===== src/design/clx_pkg.sv =====
// clx_pkg: shared types, character codes and small decode functions for the
// comment-stripping lexer. No dependencies; used by the interfaces and the top level.

package clx_pkg;

    typedef enum logic [4:0] {
        KIND_ELSE, KIND_IF, KIND_INT, KIND_RETURN, KIND_VOID, KIND_WHILE,
        KIND_PLUS, KIND_MINUS, KIND_STAR, KIND_SLASH, KIND_LT, KIND_LE,
        KIND_GT, KIND_GE, KIND_EQ, KIND_NE, KIND_ASSIGN, KIND_SEMI,
        KIND_COMMA, KIND_LPAREN, KIND_RPAREN, KIND_LBRACK, KIND_RBRACK,
        KIND_LBRACE, KIND_RBRACE, KIND_NUM, KIND_ID, KIND_EOF, KIND_BAD,
        KIND_OPEN
    } kind_t;

    typedef enum logic [1:0] {
        STRIP_NORMAL, STRIP_SLASH, STRIP_COMMENT, STRIP_STAR
    } strip_mode_t;

    typedef enum logic [1:0] {
        LEX_START, LEX_NUM, LEX_ID, LEX_REL
    } lex_mode_t;

    localparam logic [7:0] CH_NUL    = 8'h00;
    localparam logic [7:0] CH_TAB    = 8'h09;
    localparam logic [7:0] CH_NL     = 8'h0A;
    localparam logic [7:0] CH_SPACE  = 8'h20;
    localparam logic [7:0] CH_BANG   = 8'h21;
    localparam logic [7:0] CH_STAR   = 8'h2A;
    localparam logic [7:0] CH_SLASH  = 8'h2F;
    localparam logic [7:0] CH_DIGIT0 = 8'h30;
    localparam logic [7:0] CH_LT     = 8'h3C;
    localparam logic [7:0] CH_EQ     = 8'h3D;
    localparam logic [7:0] CH_GT     = 8'h3E;

    localparam logic [30:0] NUM_MAX = 31'h7FFF_FFFF;
    localparam int KW_COUNT = 6;

    // keyword spellings, first character in the low byte
    localparam logic [47:0] KW_TEXT [KW_COUNT] = '{
        48'h0000_6573_6C65,
        48'h0000_0000_6669,
        48'h0000_0074_6E69,
        48'h6E72_7574_6572,
        48'h0000_6469_6F76,
        48'h0065_6C69_6877
    };
    localparam logic [7:0] KW_LEN [KW_COUNT] = '{8'd4, 8'd2, 8'd3, 8'd6, 8'd4, 8'd5};

    typedef struct packed {
        kind_t       kind;
        logic [7:0]  length;
        logic [63:0] text_head;
        logic [30:0] num_value;
    } tok_res_t;

    typedef struct packed {
        kind_t       kind;
        logic [15:0] line;
        logic [7:0]  length;
        logic [63:0] text_head;
        logic [30:0] num_value;
        logic        last_of_run;
    } out_item_t;

    function automatic logic is_digit(input logic [7:0] c);
        return (c >= 8'h30) && (c <= 8'h39);
    endfunction

    function automatic logic is_letter(input logic [7:0] c);
        return ((c >= 8'h61) && (c <= 8'h7A)) || ((c >= 8'h41) && (c <= 8'h5A));
    endfunction

    function automatic logic is_rel(input logic [7:0] c);
        return (c == CH_LT) || (c == CH_GT) || (c == CH_BANG) || (c == CH_EQ);
    endfunction

    function automatic logic is_space(input logic [7:0] c);
        return (c == CH_SPACE) || (c == CH_TAB) || (c == CH_NL);
    endfunction

    function automatic logic is_symbol(input logic [7:0] c);
        logic hit;
        unique case (c)
            8'h2B, 8'h2D, 8'h2A, 8'h2F, 8'h3C, 8'h3E, 8'h3D, 8'h3B,
            8'h2C, 8'h28, 8'h29, 8'h5B, 8'h5D, 8'h7B, 8'h7D: hit = 1'b1;
            default: hit = 1'b0;
        endcase
        return hit;
    endfunction

    function automatic kind_t symbol_kind(input logic [7:0] c);
        kind_t k;
        unique case (c)
            8'h2B:   k = KIND_PLUS;
            8'h2D:   k = KIND_MINUS;
            8'h2A:   k = KIND_STAR;
            8'h2F:   k = KIND_SLASH;
            8'h3C:   k = KIND_LT;
            8'h3E:   k = KIND_GT;
            8'h3D:   k = KIND_ASSIGN;
            8'h3B:   k = KIND_SEMI;
            8'h2C:   k = KIND_COMMA;
            8'h28:   k = KIND_LPAREN;
            8'h29:   k = KIND_RPAREN;
            8'h5B:   k = KIND_LBRACK;
            8'h5D:   k = KIND_RBRACK;
            8'h7B:   k = KIND_LBRACE;
            8'h7D:   k = KIND_RBRACE;
            default: k = KIND_BAD;
        endcase
        return k;
    endfunction

    function automatic kind_t rel_pair_kind(input logic [7:0] head);
        kind_t k;
        priority if (head == CH_LT) k = KIND_LE;
        else if (head == CH_GT)     k = KIND_GE;
        else if (head == CH_EQ)     k = KIND_EQ;
        else                        k = KIND_NE;
        return k;
    endfunction

    // bytes above the token length are zero, so a full compare of the low six bytes works
    function automatic kind_t word_kind(input logic [47:0] text, input logic [7:0] len);
        kind_t k;
        k = KIND_ID;
        for (int i = KW_COUNT - 1; i >= 0; i--) begin
            if ((len == KW_LEN[i]) && (text == KW_TEXT[i]))
            begin
                k = kind_t'(5'(i));
            end
        end
        return k;
    endfunction

endpackage


===== src/design/clx_if.sv =====
// clx_if: valid/ready channel interfaces for source characters and tokens.
// Depends on clx_pkg for the token kind type.

interface clx_in_if;
    logic       valid;
    logic       ready;
    logic [7:0] ch;
    logic       end_of_text;

    modport source (output valid, ch, end_of_text, input ready);
    modport sink   (input valid, ch, end_of_text, output ready);
endinterface

interface clx_out_if;
    logic          valid;
    logic          ready;
    clx_pkg::kind_t kind;
    logic [15:0]   line;
    logic [7:0]    length;
    logic [63:0]   text_head;
    logic [30:0]   num_value;
    logic          last_of_run;

    modport source (output valid, kind, line, length, text_head, num_value, last_of_run,
                    input ready);
    modport sink   (input valid, kind, line, length, text_head, num_value, last_of_run,
                    output ready);
endinterface


===== src/design/comment_stripping_lexer.sv =====
// comment_stripping_lexer: strips block comments and tokenizes source characters.
// Depends on clx_pkg and the channel interfaces in clx_if.sv.
// Each accepted character is registered, then its tokens go to the registered result buffer.
// Throughput: one character per cycle while each gives at most one token and the token output
// is not stalled; a character giving k tokens (up to 3) holds the next token-giving character.
// Reset (async, active low): normal text, no token, line 1, not halted, buffer empty.

module comment_stripping_lexer #(
    parameter int HEAD_CHARS = 8,
    parameter int LINE_BITS  = 16
) (
    input  logic            clk,
    input  logic            rst_n,
    clx_in_if.sink          char_in,
    clx_out_if.source       token_out
);

    localparam int TW = 8 * HEAD_CHARS;

    typedef struct packed {
        clx_pkg::lex_mode_t mode;
        logic [TW-1:0]      text;
        logic [7:0]         len;
        logic [30:0]        num;
    } tok_t;

    typedef struct packed {
        tok_t                       tok;
        logic [LINE_BITS-1:0]       line;
        logic                       halt;
        logic [1:0]                 rv;
        clx_pkg::tok_res_t [1:0]    r;
    } lex_out_t;

    localparam tok_t TOK_CLEAN = '0;

    function automatic tok_t append(input tok_t t, input logic [7:0] c);
        tok_t o;
        o = t;
        if (t.len < 8'(HEAD_CHARS))
        begin
            o.text = t.text | (TW'(c) << {t.len, 3'b000});
        end
        if (t.len != 8'hFF)
        begin
            o.len = t.len + 8'd1;
        end
        return o;
    endfunction

    function automatic tok_t add_digit(input tok_t t, input logic [7:0] c);
        tok_t        o;
        logic [34:0] acc;
        o   = append(t, c);
        acc = {1'b0, t.num, 3'b000} + {3'b000, t.num, 1'b0} + 35'(c - clx_pkg::CH_DIGIT0);
        o.num = (acc > 35'(clx_pkg::NUM_MAX)) ? clx_pkg::NUM_MAX : acc[30:0];
        return o;
    endfunction

    function automatic clx_pkg::tok_res_t mk_res(input clx_pkg::kind_t k, input logic [7:0] len,
                                                 input logic [63:0] text,
                                                 input logic [30:0] num);
        clx_pkg::tok_res_t r;
        r.kind      = k;
        r.length    = len;
        r.text_head = text;
        r.num_value = num;
        return r;
    endfunction

    // one character through the tokenizer: a flush or pair result, then a start result
    function automatic lex_out_t lex_char(input tok_t t, input logic [LINE_BITS-1:0] ln,
                                          input logic [7:0] c);
        lex_out_t       o;
        tok_t           tmp;
        logic           done;
        logic [7:0]     head;
        o      = '0;
        o.tok  = t;
        o.line = ln;
        done   = 1'b0;
        head   = t.text[7:0];
        tmp    = t;
        unique case (t.mode)
            clx_pkg::LEX_NUM:
            begin
                if (clx_pkg::is_digit(c))
                begin
                    o.tok = add_digit(t, c);
                    done  = 1'b1;
                end
                else
                begin
                    o.rv[0] = 1'b1;
                    o.r[0]  = mk_res(clx_pkg::KIND_NUM, t.len, 64'(t.text), t.num);
                end
            end
            clx_pkg::LEX_ID:
            begin
                if (clx_pkg::is_letter(c))
                begin
                    o.tok = append(t, c);
                    done  = 1'b1;
                end
                else
                begin
                    o.rv[0] = 1'b1;
                    o.r[0]  = mk_res(clx_pkg::word_kind(t.text[47:0], t.len), t.len,
                                     64'(t.text), 31'd0);
                end
            end
            clx_pkg::LEX_REL:
            begin
                if (c == clx_pkg::CH_EQ)
                begin
                    tmp     = append(t, c);
                    o.rv[0] = 1'b1;
                    o.r[0]  = mk_res(clx_pkg::rel_pair_kind(head), tmp.len, 64'(tmp.text),
                                     31'd0);
                    o.tok   = TOK_CLEAN;
                    done    = 1'b1;
                end
                else if (!clx_pkg::is_symbol(head))
                begin
                    o.rv[0] = 1'b1;
                    o.r[0]  = mk_res(clx_pkg::KIND_BAD, 8'd1, 64'(head), 31'd0);
                    o.halt  = 1'b1;
                    o.tok   = TOK_CLEAN;
                    done    = 1'b1;
                end
                else
                begin
                    o.rv[0] = 1'b1;
                    o.r[0]  = mk_res(clx_pkg::symbol_kind(head), t.len, 64'(t.text), 31'd0);
                end
            end
            clx_pkg::LEX_START:
            begin
                done = 1'b0;
            end
        endcase
        if (!done)
        begin
            o.tok = TOK_CLEAN;
            priority if (clx_pkg::is_space(c))
            begin
                if ((c == clx_pkg::CH_NL) && (ln != '1))
                begin
                    o.line = ln + 1'b1;
                end
            end
            else if (clx_pkg::is_digit(c))
            begin
                o.tok.mode = clx_pkg::LEX_NUM;
                o.tok.text = TW'(c);
                o.tok.len  = 8'd1;
                o.tok.num  = 31'(8'(c - clx_pkg::CH_DIGIT0));
            end
            else if (clx_pkg::is_letter(c))
            begin
                o.tok.mode = clx_pkg::LEX_ID;
                o.tok.text = TW'(c);
                o.tok.len  = 8'd1;
            end
            else if (clx_pkg::is_rel(c))
            begin
                o.tok.mode = clx_pkg::LEX_REL;
                o.tok.text = TW'(c);
                o.tok.len  = 8'd1;
            end
            else if (clx_pkg::is_symbol(c))
            begin
                o.rv[1] = 1'b1;
                o.r[1]  = mk_res(clx_pkg::symbol_kind(c), 8'd1, 64'(c), 31'd0);
            end
            else
            begin
                o.rv[1] = 1'b1;
                o.r[1]  = mk_res(clx_pkg::KIND_BAD, 8'd1, 64'(c), 31'd0);
                o.halt  = 1'b1;
            end
        end
        return o;
    endfunction

    // input register
    logic                   in_v_reg;
    logic [7:0]             ch_reg;
    logic                   eot_reg;

    // lexer state
    clx_pkg::strip_mode_t   strip_reg, strip_next;
    tok_t                   tok_reg, tok_next;
    logic [LINE_BITS-1:0]   line_reg, line_next;
    logic                   halted_reg, halted_next;

    // result buffer
    clx_pkg::out_item_t     res_reg [4];
    logic [2:0]             cnt_reg;

    clx_pkg::tok_res_t [3:0] cand;
    logic [3:0]             cand_v;
    clx_pkg::out_item_t     new_res [4];
    logic [2:0]             n_new;
    logic [15:0]            line16;
    logic [31:0]            line_w;
    logic                   eot;
    logic                   buf_free;
    logic                   process;
    logic                   pop;
    lex_out_t               lx_c, lx_sl, lx_sp, lx_cl;

    assign eot      = eot_reg || (ch_reg == clx_pkg::CH_NUL);
    assign line_w   = 32'(line_reg);
    assign line16   = (line_w > 32'h0000_FFFF) ? 16'hFFFF : line_w[15:0];
    assign pop      = token_out.valid && token_out.ready;
    assign buf_free = (cnt_reg == 3'd0) || ((cnt_reg == 3'd1) && token_out.ready);
    assign process  = in_v_reg && ((n_new == 3'd0) || buf_free);

    assign lx_c  = lex_char(tok_reg, line_reg, ch_reg);
    assign lx_sl = lex_char(tok_reg, line_reg, clx_pkg::CH_SLASH);
    assign lx_sp = lex_char(tok_reg, line_reg, clx_pkg::CH_SPACE);
    assign lx_cl = lex_char(TOK_CLEAN, line_reg, ch_reg);

    // next state
    always_comb
    begin
        strip_next  = strip_reg;
        tok_next    = tok_reg;
        line_next   = line_reg;
        halted_next = halted_reg;
        cand        = '0;
        cand_v      = '0;
        if (!halted_reg)
        begin
            if (eot)
            begin
                if ((strip_reg == clx_pkg::STRIP_COMMENT) || (strip_reg == clx_pkg::STRIP_STAR))
                begin
                    cand_v[0]   = 1'b1;
                    cand[0]     = mk_res(clx_pkg::KIND_OPEN, 8'd0, 64'd0, 31'd0);
                    halted_next = 1'b1;
                end
                else
                begin
                    cand_v[0] = lx_sp.rv[0];
                    cand[0]   = lx_sp.r[0];
                    tok_next  = TOK_CLEAN;
                    if (lx_sp.halt)
                    begin
                        halted_next = 1'b1;
                    end
                    else
                    begin
                        cand_v[1]  = 1'b1;
                        cand[1]    = mk_res(clx_pkg::KIND_EOF, 8'd0, 64'd0, 31'd0);
                        strip_next = clx_pkg::STRIP_NORMAL;
                        line_next  = LINE_BITS'(1);
                    end
                end
            end
            else
            begin
                unique case (strip_reg)
                    clx_pkg::STRIP_NORMAL:
                    begin
                        if (ch_reg == clx_pkg::CH_SLASH)
                        begin
                            strip_next = clx_pkg::STRIP_SLASH;
                        end
                        else
                        begin
                            tok_next    = lx_c.tok;
                            line_next   = lx_c.line;
                            halted_next = lx_c.halt;
                            cand_v[1:0] = lx_c.rv;
                            cand[1:0]   = lx_c.r;
                        end
                    end
                    clx_pkg::STRIP_SLASH:
                    begin
                        if (ch_reg == clx_pkg::CH_STAR)
                        begin
                            strip_next = clx_pkg::STRIP_COMMENT;
                        end
                        else
                        begin
                            strip_next  = clx_pkg::STRIP_NORMAL;
                            tok_next    = lx_sl.tok;
                            halted_next = lx_sl.halt;
                            cand_v[1:0] = lx_sl.rv;
                            cand[1:0]   = lx_sl.r;
                            // held slash leaves a clean token, so the follower starts fresh
                            if (!lx_sl.halt)
                            begin
                                tok_next    = lx_cl.tok;
                                line_next   = lx_cl.line;
                                halted_next = lx_cl.halt;
                                cand_v[3:2] = lx_cl.rv;
                                cand[3:2]   = lx_cl.r;
                            end
                        end
                    end
                    clx_pkg::STRIP_COMMENT:
                    begin
                        if (ch_reg == clx_pkg::CH_STAR)
                        begin
                            strip_next = clx_pkg::STRIP_STAR;
                        end
                    end
                    clx_pkg::STRIP_STAR:
                    begin
                        if (ch_reg == clx_pkg::CH_SLASH)
                        begin
                            strip_next = clx_pkg::STRIP_NORMAL;
                        end
                        else if (ch_reg != clx_pkg::CH_STAR)
                        begin
                            strip_next = clx_pkg::STRIP_COMMENT;
                        end
                    end
                endcase
            end
        end
    end

    // pack the valid results in order and mark the last one
    always_comb
    begin
        logic [2:0] pos;
        pos = 3'd0;
        for (int i = 0; i < 4; i++)
        begin
            new_res[i] = '0;
        end
        for (int i = 0; i < 4; i++)
        begin
            if (cand_v[i])
            begin
                new_res[pos[1:0]].kind      = cand[i].kind;
                new_res[pos[1:0]].line      = line16;
                new_res[pos[1:0]].length    = cand[i].length;
                new_res[pos[1:0]].text_head = cand[i].text_head;
                new_res[pos[1:0]].num_value = cand[i].num_value;
                pos = pos + 3'd1;
            end
        end
        n_new = pos;
        for (int i = 0; i < 4; i++)
        begin
            new_res[i].last_of_run = (3'(i) == (pos - 3'd1)) && (pos != 3'd0);
        end
    end

    // outputs
    always_comb
    begin
        char_in.ready         = !in_v_reg || process;
        token_out.valid       = (cnt_reg != 3'd0);
        token_out.kind        = res_reg[0].kind;
        token_out.line        = res_reg[0].line;
        token_out.length      = res_reg[0].length;
        token_out.text_head   = res_reg[0].text_head;
        token_out.num_value   = res_reg[0].num_value;
        token_out.last_of_run = res_reg[0].last_of_run;
    end

    always_ff @(posedge clk or negedge rst_n)
    begin
        if (!rst_n)
        begin
            in_v_reg   <= 1'b0;
            strip_reg  <= clx_pkg::STRIP_NORMAL;
            tok_reg    <= TOK_CLEAN;
            line_reg   <= LINE_BITS'(1);
            halted_reg <= 1'b0;
            cnt_reg    <= 3'd0;
        end
        else
        begin
            if (char_in.valid && char_in.ready)
            begin
                in_v_reg <= 1'b1;
            end
            else if (process)
            begin
                in_v_reg <= 1'b0;
            end
            if (process)
            begin
                strip_reg  <= strip_next;
                tok_reg    <= tok_next;
                line_reg   <= line_next;
                halted_reg <= halted_next;
            end
            if (process && (n_new != 3'd0))
            begin
                cnt_reg <= n_new;
            end
            else if (pop)
            begin
                cnt_reg <= cnt_reg - 3'd1;
            end
        end
    end

    always_ff @(posedge clk)
    begin
        if (char_in.valid && char_in.ready)
        begin
            ch_reg  <= char_in.ch;
            eot_reg <= char_in.end_of_text;
        end
        if (process && (n_new != 3'd0))
        begin
            for (int i = 0; i < 4; i++)
            begin
                res_reg[i] <= new_res[i];
            end
        end
        else if (pop)
        begin
            for (int i = 0; i < 3; i++)
            begin
                res_reg[i] <= res_reg[i+1];
            end
        end
    end

    a_load_only_when_free: assert property (@(posedge clk) disable iff (!rst_n)
        (process && (n_new != 3'd0)) |-> buf_free)
        else $error("result buffer overwritten");

    a_halt_silent: assert property (@(posedge clk) disable iff (!rst_n)
        halted_reg |-> (n_new == 3'd0))
        else $error("token produced after halt");

    a_halt_sticky: assert property (@(posedge clk) disable iff (!rst_n)
        halted_reg |=> halted_reg)
        else $error("halt released without reset");

    a_run_ends_marked: assert property (@(posedge clk) disable iff (!rst_n)
        (pop && (cnt_reg == 3'd1)) |-> token_out.last_of_run)
        else $error("last token of a run not marked");

    a_eof_restarts: assert property (@(posedge clk) disable iff (!rst_n)
        (process && !halted_reg && eot && cand_v[1] && (cand[1].kind == clx_pkg::KIND_EOF))
        |=> ((line_reg == LINE_BITS'(1)) && (strip_reg == clx_pkg::STRIP_NORMAL)))
        else $error("state not restarted after end of file");

endmodule


===== src/flat_wrapper.sv =====
// flat-port wrapper written by rule: the top's interface ports become plain ports
module comment_stripping_lexer_flat 
#(
    parameter int HEAD_CHARS = 8,
    parameter int LINE_BITS  = 16
)
  (clk, rst_n, char_in_valid, char_in_ch, char_in_end_of_text, char_in_ready, token_out_valid, token_out_kind, token_out_line, token_out_length, token_out_text_head, token_out_num_value, token_out_last_of_run, token_out_ready);
  clx_in_if char_in_i ();
  clx_out_if token_out_i ();
  input  logic clk;
  input  logic rst_n;
  input wire logic [$bits(char_in_i.valid)-1:0] char_in_valid;
  input wire logic [$bits(char_in_i.ch)-1:0] char_in_ch;
  input wire logic [$bits(char_in_i.end_of_text)-1:0] char_in_end_of_text;
  output wire logic [$bits(char_in_i.ready)-1:0] char_in_ready;
  output wire logic [$bits(token_out_i.valid)-1:0] token_out_valid;
  output wire logic [$bits(token_out_i.kind)-1:0] token_out_kind;
  output wire logic [$bits(token_out_i.line)-1:0] token_out_line;
  output wire logic [$bits(token_out_i.length)-1:0] token_out_length;
  output wire logic [$bits(token_out_i.text_head)-1:0] token_out_text_head;
  output wire logic [$bits(token_out_i.num_value)-1:0] token_out_num_value;
  output wire logic [$bits(token_out_i.last_of_run)-1:0] token_out_last_of_run;
  input wire logic [$bits(token_out_i.ready)-1:0] token_out_ready;
  assign char_in_i.valid = char_in_valid;
  assign char_in_i.ch = char_in_ch;
  assign char_in_i.end_of_text = char_in_end_of_text;
  assign char_in_ready = char_in_i.ready;
  assign token_out_valid = token_out_i.valid;
  assign token_out_kind = token_out_i.kind;
  assign token_out_line = token_out_i.line;
  assign token_out_length = token_out_i.length;
  assign token_out_text_head = token_out_i.text_head;
  assign token_out_num_value = token_out_i.num_value;
  assign token_out_last_of_run = token_out_i.last_of_run;
  assign token_out_i.ready = token_out_ready;
  comment_stripping_lexer #(.HEAD_CHARS(HEAD_CHARS), .LINE_BITS(LINE_BITS)) u_core (.clk(clk), .rst_n(rst_n), .char_in(char_in_i), .token_out(token_out_i));
endmodule

===== config.mk =====
export PLATFORM = sky130hd
export DESIGN_NAME = comment_stripping_lexer_flat
export DESIGN_NICKNAME = d
export VERILOG_FILES = /design/src/design/clx_pkg.sv /design/src/design/clx_if.sv /design/src/design/comment_stripping_lexer.sv /design/src/flat_wrapper.sv
export SDC_FILE = /design/constraint.sdc
export NUM_CORES = 1
export LEC_CHECK = 0
export BUFFER_PORTS_ARGS = -buffer_cell sky130_fd_sc_hd__buf_4
export CAP_MARGIN = 10
export CORE_MARGIN = 8
export CORE_UTILIZATION = 31
export DETAILED_ROUTE_END_ITERATION = 10
export GPL_TIMING_DRIVEN = 0
export HOLD_SLACK_MARGIN = 0.06
export SLEW_MARGIN = 20
export SYNTH_ARGS = -nofsm -noshare
export SYNTH_HDL_FRONTEND = slang
export SYNTH_SLANG_ARGS = --single-unit

===== constraint.sdc =====
create_clock -name clk -period 8.98 [get_ports clk]
set_input_delay 1.796 -clock clk [delete_from_list [all_inputs] [get_ports clk]]
set_output_delay 1.796 -clock clk [all_outputs]
set_load 0.005 [all_outputs]

==> out/results.txt <==
outcome -> finished, final reports clean
gpl congestion -> 0.9359
gr busiest metal -> met2
met3 Track Usage GR -> 2.710%
R2R setup slack -> 1.21 ns
number of flops mapped to enable cells by yosys -> 227
H-Tree Depth -> 2
DR vias/cell -> 5.491
port bufs -> 139
GRT overflow -> 0
sequential power share -> 32.8%
GR Util met2 -> 27.99%
Critical Path AT -> 6.60 ns
clock root cell -> clkbuf_16
f_max -> 119.1 MHz
hold_ws -> 0.4818 ns
crit path cell chain -> clkbuf_1 -> inv_1 -> ha_1 -> nor3b_1 -> a21oi_1 -> nand2_1 -> a21oi_1 -> o221a_2 -> or2_1 -> buf_2 -> inv_2 -> buf_2 -> ha_1 -> clkbuf_1 -> nor3b_1 -> nand3_1 -> nand4b_1 -> buf_4
final-stage net count -> 2302
PnR worst setup slack -> 0.5818 ns
TritonCTS buffer count -> 42
CTS tree -> built
sequential area share after synthesis -> 49.22%
layout cells sized above 1 -> 13.48%
vias -> 17050
Post-Place Worst Slack -> 1.180 ns
Final Non-Filler Cells -> 3105
Detailed Route WL -> 64.69 mm
worst path required time -> 7.18 ns
Setup TNS Final -> 0 ns
Synth Flop Type -> edfxtp_1
Hold Path Class -> register to register
Top delay family on crit path -> buffers and inverters
P_int -> 4.710 mW
Worst Setup Path Type -> register to primary output
max reg flops -> 218
Clock power frac -> 22.4%
RSZ-0062 raised after global routing -> false
Total GRT Usage -> 16.99%
Detailed Routing Iterations Pass 1 -> 6
sw frac -> 41.47%
Die X -> 272.3 microns
Cell Area, Synth -> 20360 sq um
Slew HR -> 24.05%
worst skew pair latency -> 0.58 ns
P_leak -> 9.411 nW
worst-case clock buffer depth -> 3
cts repair resizes -> 0
Sink Count -> 355
CP Max Fanout -> 11
Final Max Tran Viols -> 0
largest net degree at the start of global routing -> 70
skew final -> 0.01938 ns
slowest CP cell -> clkbuf_1
Synth async-reset ratio -> 36.06%
DRC -> 0
Yosys reg bits -> 355
first-pass GRT wire length -> 101.1 mm
Yosys top cell by area -> edfxtp_1
min cycle time layout -> 8.398 ns
crit end category -> primary output
power density over cell area -> 333.9 nW/um^2
Peak VDD IR -> 0.1488 mV
ANT nets after route -> 0
die area -> 74140 sq um
Rows -> 94
Syn. warnings -> 0
setup violators final -> 0
Yosys cell types -> 101
Logic pwr share -> 44.8%
DP Wirelength -> 47.95 mm
CTS Hold Buffers Added -> 0
syn avg cell area -> 10.09 sq um
post-CTS setup buffer count -> 0
final hold vios -> 0
Max-Cap Viols -> 0
vias in the first global route -> 17040
Vert. Die Dim -> 272.3 microns
Post-Synthesis Cells -> 2018
initial antenna violation count -> 0
core region area -> 65390 sq um
Layout area overhead -> 18.36%
1st-iter DRT viols -> 1815
worst slew pin tran -> 1.130 ns
GRT met1 Usage -> 22.18%
peak per-stage delay on the critical path -> 0.78 ns
Reg clk slew, reported paths -> 0.07 ns
io pins -> 140
Buf+Inv Stages, Crit Path -> 7
Synth top area share -> 33.48%
diode count -> 0
period utilization -> 93.52%
routed length per placed instance -> 20.83 microns
placed insts -> 3027
top cells by area, synth -> edfxtp_1 (33%), dfrtp_1 (16%), nor2_1 (4.4%)
P_sw -> 3.338 mW
syn_nets -> 2113
Startpoint Class -> register
initial core utilization -> 31.14%
[metrics by stage]
stage	area, sq um	utilization [%]	power, mW
after floorplan	20360	-	4.832
after global placement	22490	34.39	6.198
after detailed placement	22640	34.63	6.251
after CTS	24090	36.84	8.085
after global routing	24100	36.85	8.514
final	24100	36.85	8.047
[worst min-delay path: cells and delay by family (launching register included)]
| kind | cells | cell delay, ns |
|---|---|---|
| AO/OA/AOI/OAI | 1 | 0.05 |
| flip-flops | 1 | 0.34 |
| AND/OR/NAND/NOR | 1 | 0.06 |
[kinds of logic (layout without fill, tap and decap cells)]
family,after synthesis,count (layout),synth area share (%)
DFF,355,355,49.22
muxes,2,2,0.1045
buffers and inverters,201,424,4.105
AOI/OAI and AO/OA,606,606,20.43
adders and majority gates,82,82,6.145
and+or+nand+nor,738,738,18.53
xor gates and xnor gates,34,34,1.463
[power groups by stage]
stage	Sequential, mW	Clock (mW)	Combinational, mW
global placement	2.73	0	3.46
finish	2.64	1.80	3.60
CTS	2.65	1.85	3.59
detailed placement	2.67	0	3.58
global route	2.70	1.90	3.92
floorplan	2.67	0	2.16
[routing by layer]
metal | vias up | part of all wire [%]
met5 | - | 0
met4 | 0 | 3.9
met3 | 141 | 5.8
met2 | 597 | 47
met1 | 8419 | 44
li1 | 7892 | -
[placed cells by master (no fill, tap or decap), types with 13 or more instances in the layout]
| cell | n |
|---|---|
| ha_1 | 52 |
| and3_1 | 18 |
| nor3_1 | 36 |
| fa_1 | 30 |
| clkbuf_16 | 43 |
| a31oi_1 | 36 |
| nand2b_1 | 16 |
| a21oi_1 | 165 |
| nand4_1 | 22 |
| o211ai_1 | 19 |
| buf_4 | 141 |
| nand2_1 | 165 |
| a211oi_1 | 13 |
| dfrtp_1 | 127 |
| o21ai_0 | 114 |
| o31ai_1 | 18 |
| buf_2 | 24 |
| nor2b_1 | 15 |
| xnor2_1 | 23 |
| a21o_1 | 19 |
| nand3_1 | 45 |
| a22o_1 | 69 |
| nor2_1 | 238 |
| o21a_1 | 15 |
| inv_1 | 66 |
| nor4_1 | 22 |
| buf_1 | 13 |
| and2_1 | 66 |
| edfxtp_1 | 227 |
| clkbuf_1 | 93 |
[cell usage after synthesis (all sizes together) (19+ instances only)]
cell type / number
nor2: 240
a22o: 69
o211ai: 19
inv: 68
dfrtp: 127
and3: 19
nand2: 166
a21o: 19
nor3: 44
clkbuf: 86
nand4: 22
edfxtp: 227
buf: 45
ha: 52
a31oi: 37
and2: 67
nand3: 46
nor4: 28
xnor2: 23
a21oi: 167
o21ai: 121
o31ai: 21
fa: 30
[cell type report]
class	instances	area [sq um]
inverter	70	262.8
clock buffer	54	1137
buffer	131	573.1
multi-input combinational	1462	9522
timing repair buffer	145	1194
clock inverter	24	309.0
fill	6599	41290
sequential	355	10020
tap	864	1081
[path summary, 6_finish.rpt]
path	from	to	cells past startpoint
setup reg to reg	u_core.ch_reg[4]	u_core.res_reg[0][35]	20
setup / recovery	u_core.ch_reg[4]	char_in_ready	18
min in group asynchronous	rst_n	u_core.line_reg[9]	1
hold reg to reg	u_core.tok_reg[3]	u_core.tok_reg[3]	2
max in group asynchronous	rst_n	u_core.tok_reg[29]	2
hold / removal	u_core.tok_reg[3]	u_core.tok_reg[3]	2
Note: power is estimated with default switching activity, not from simulation.
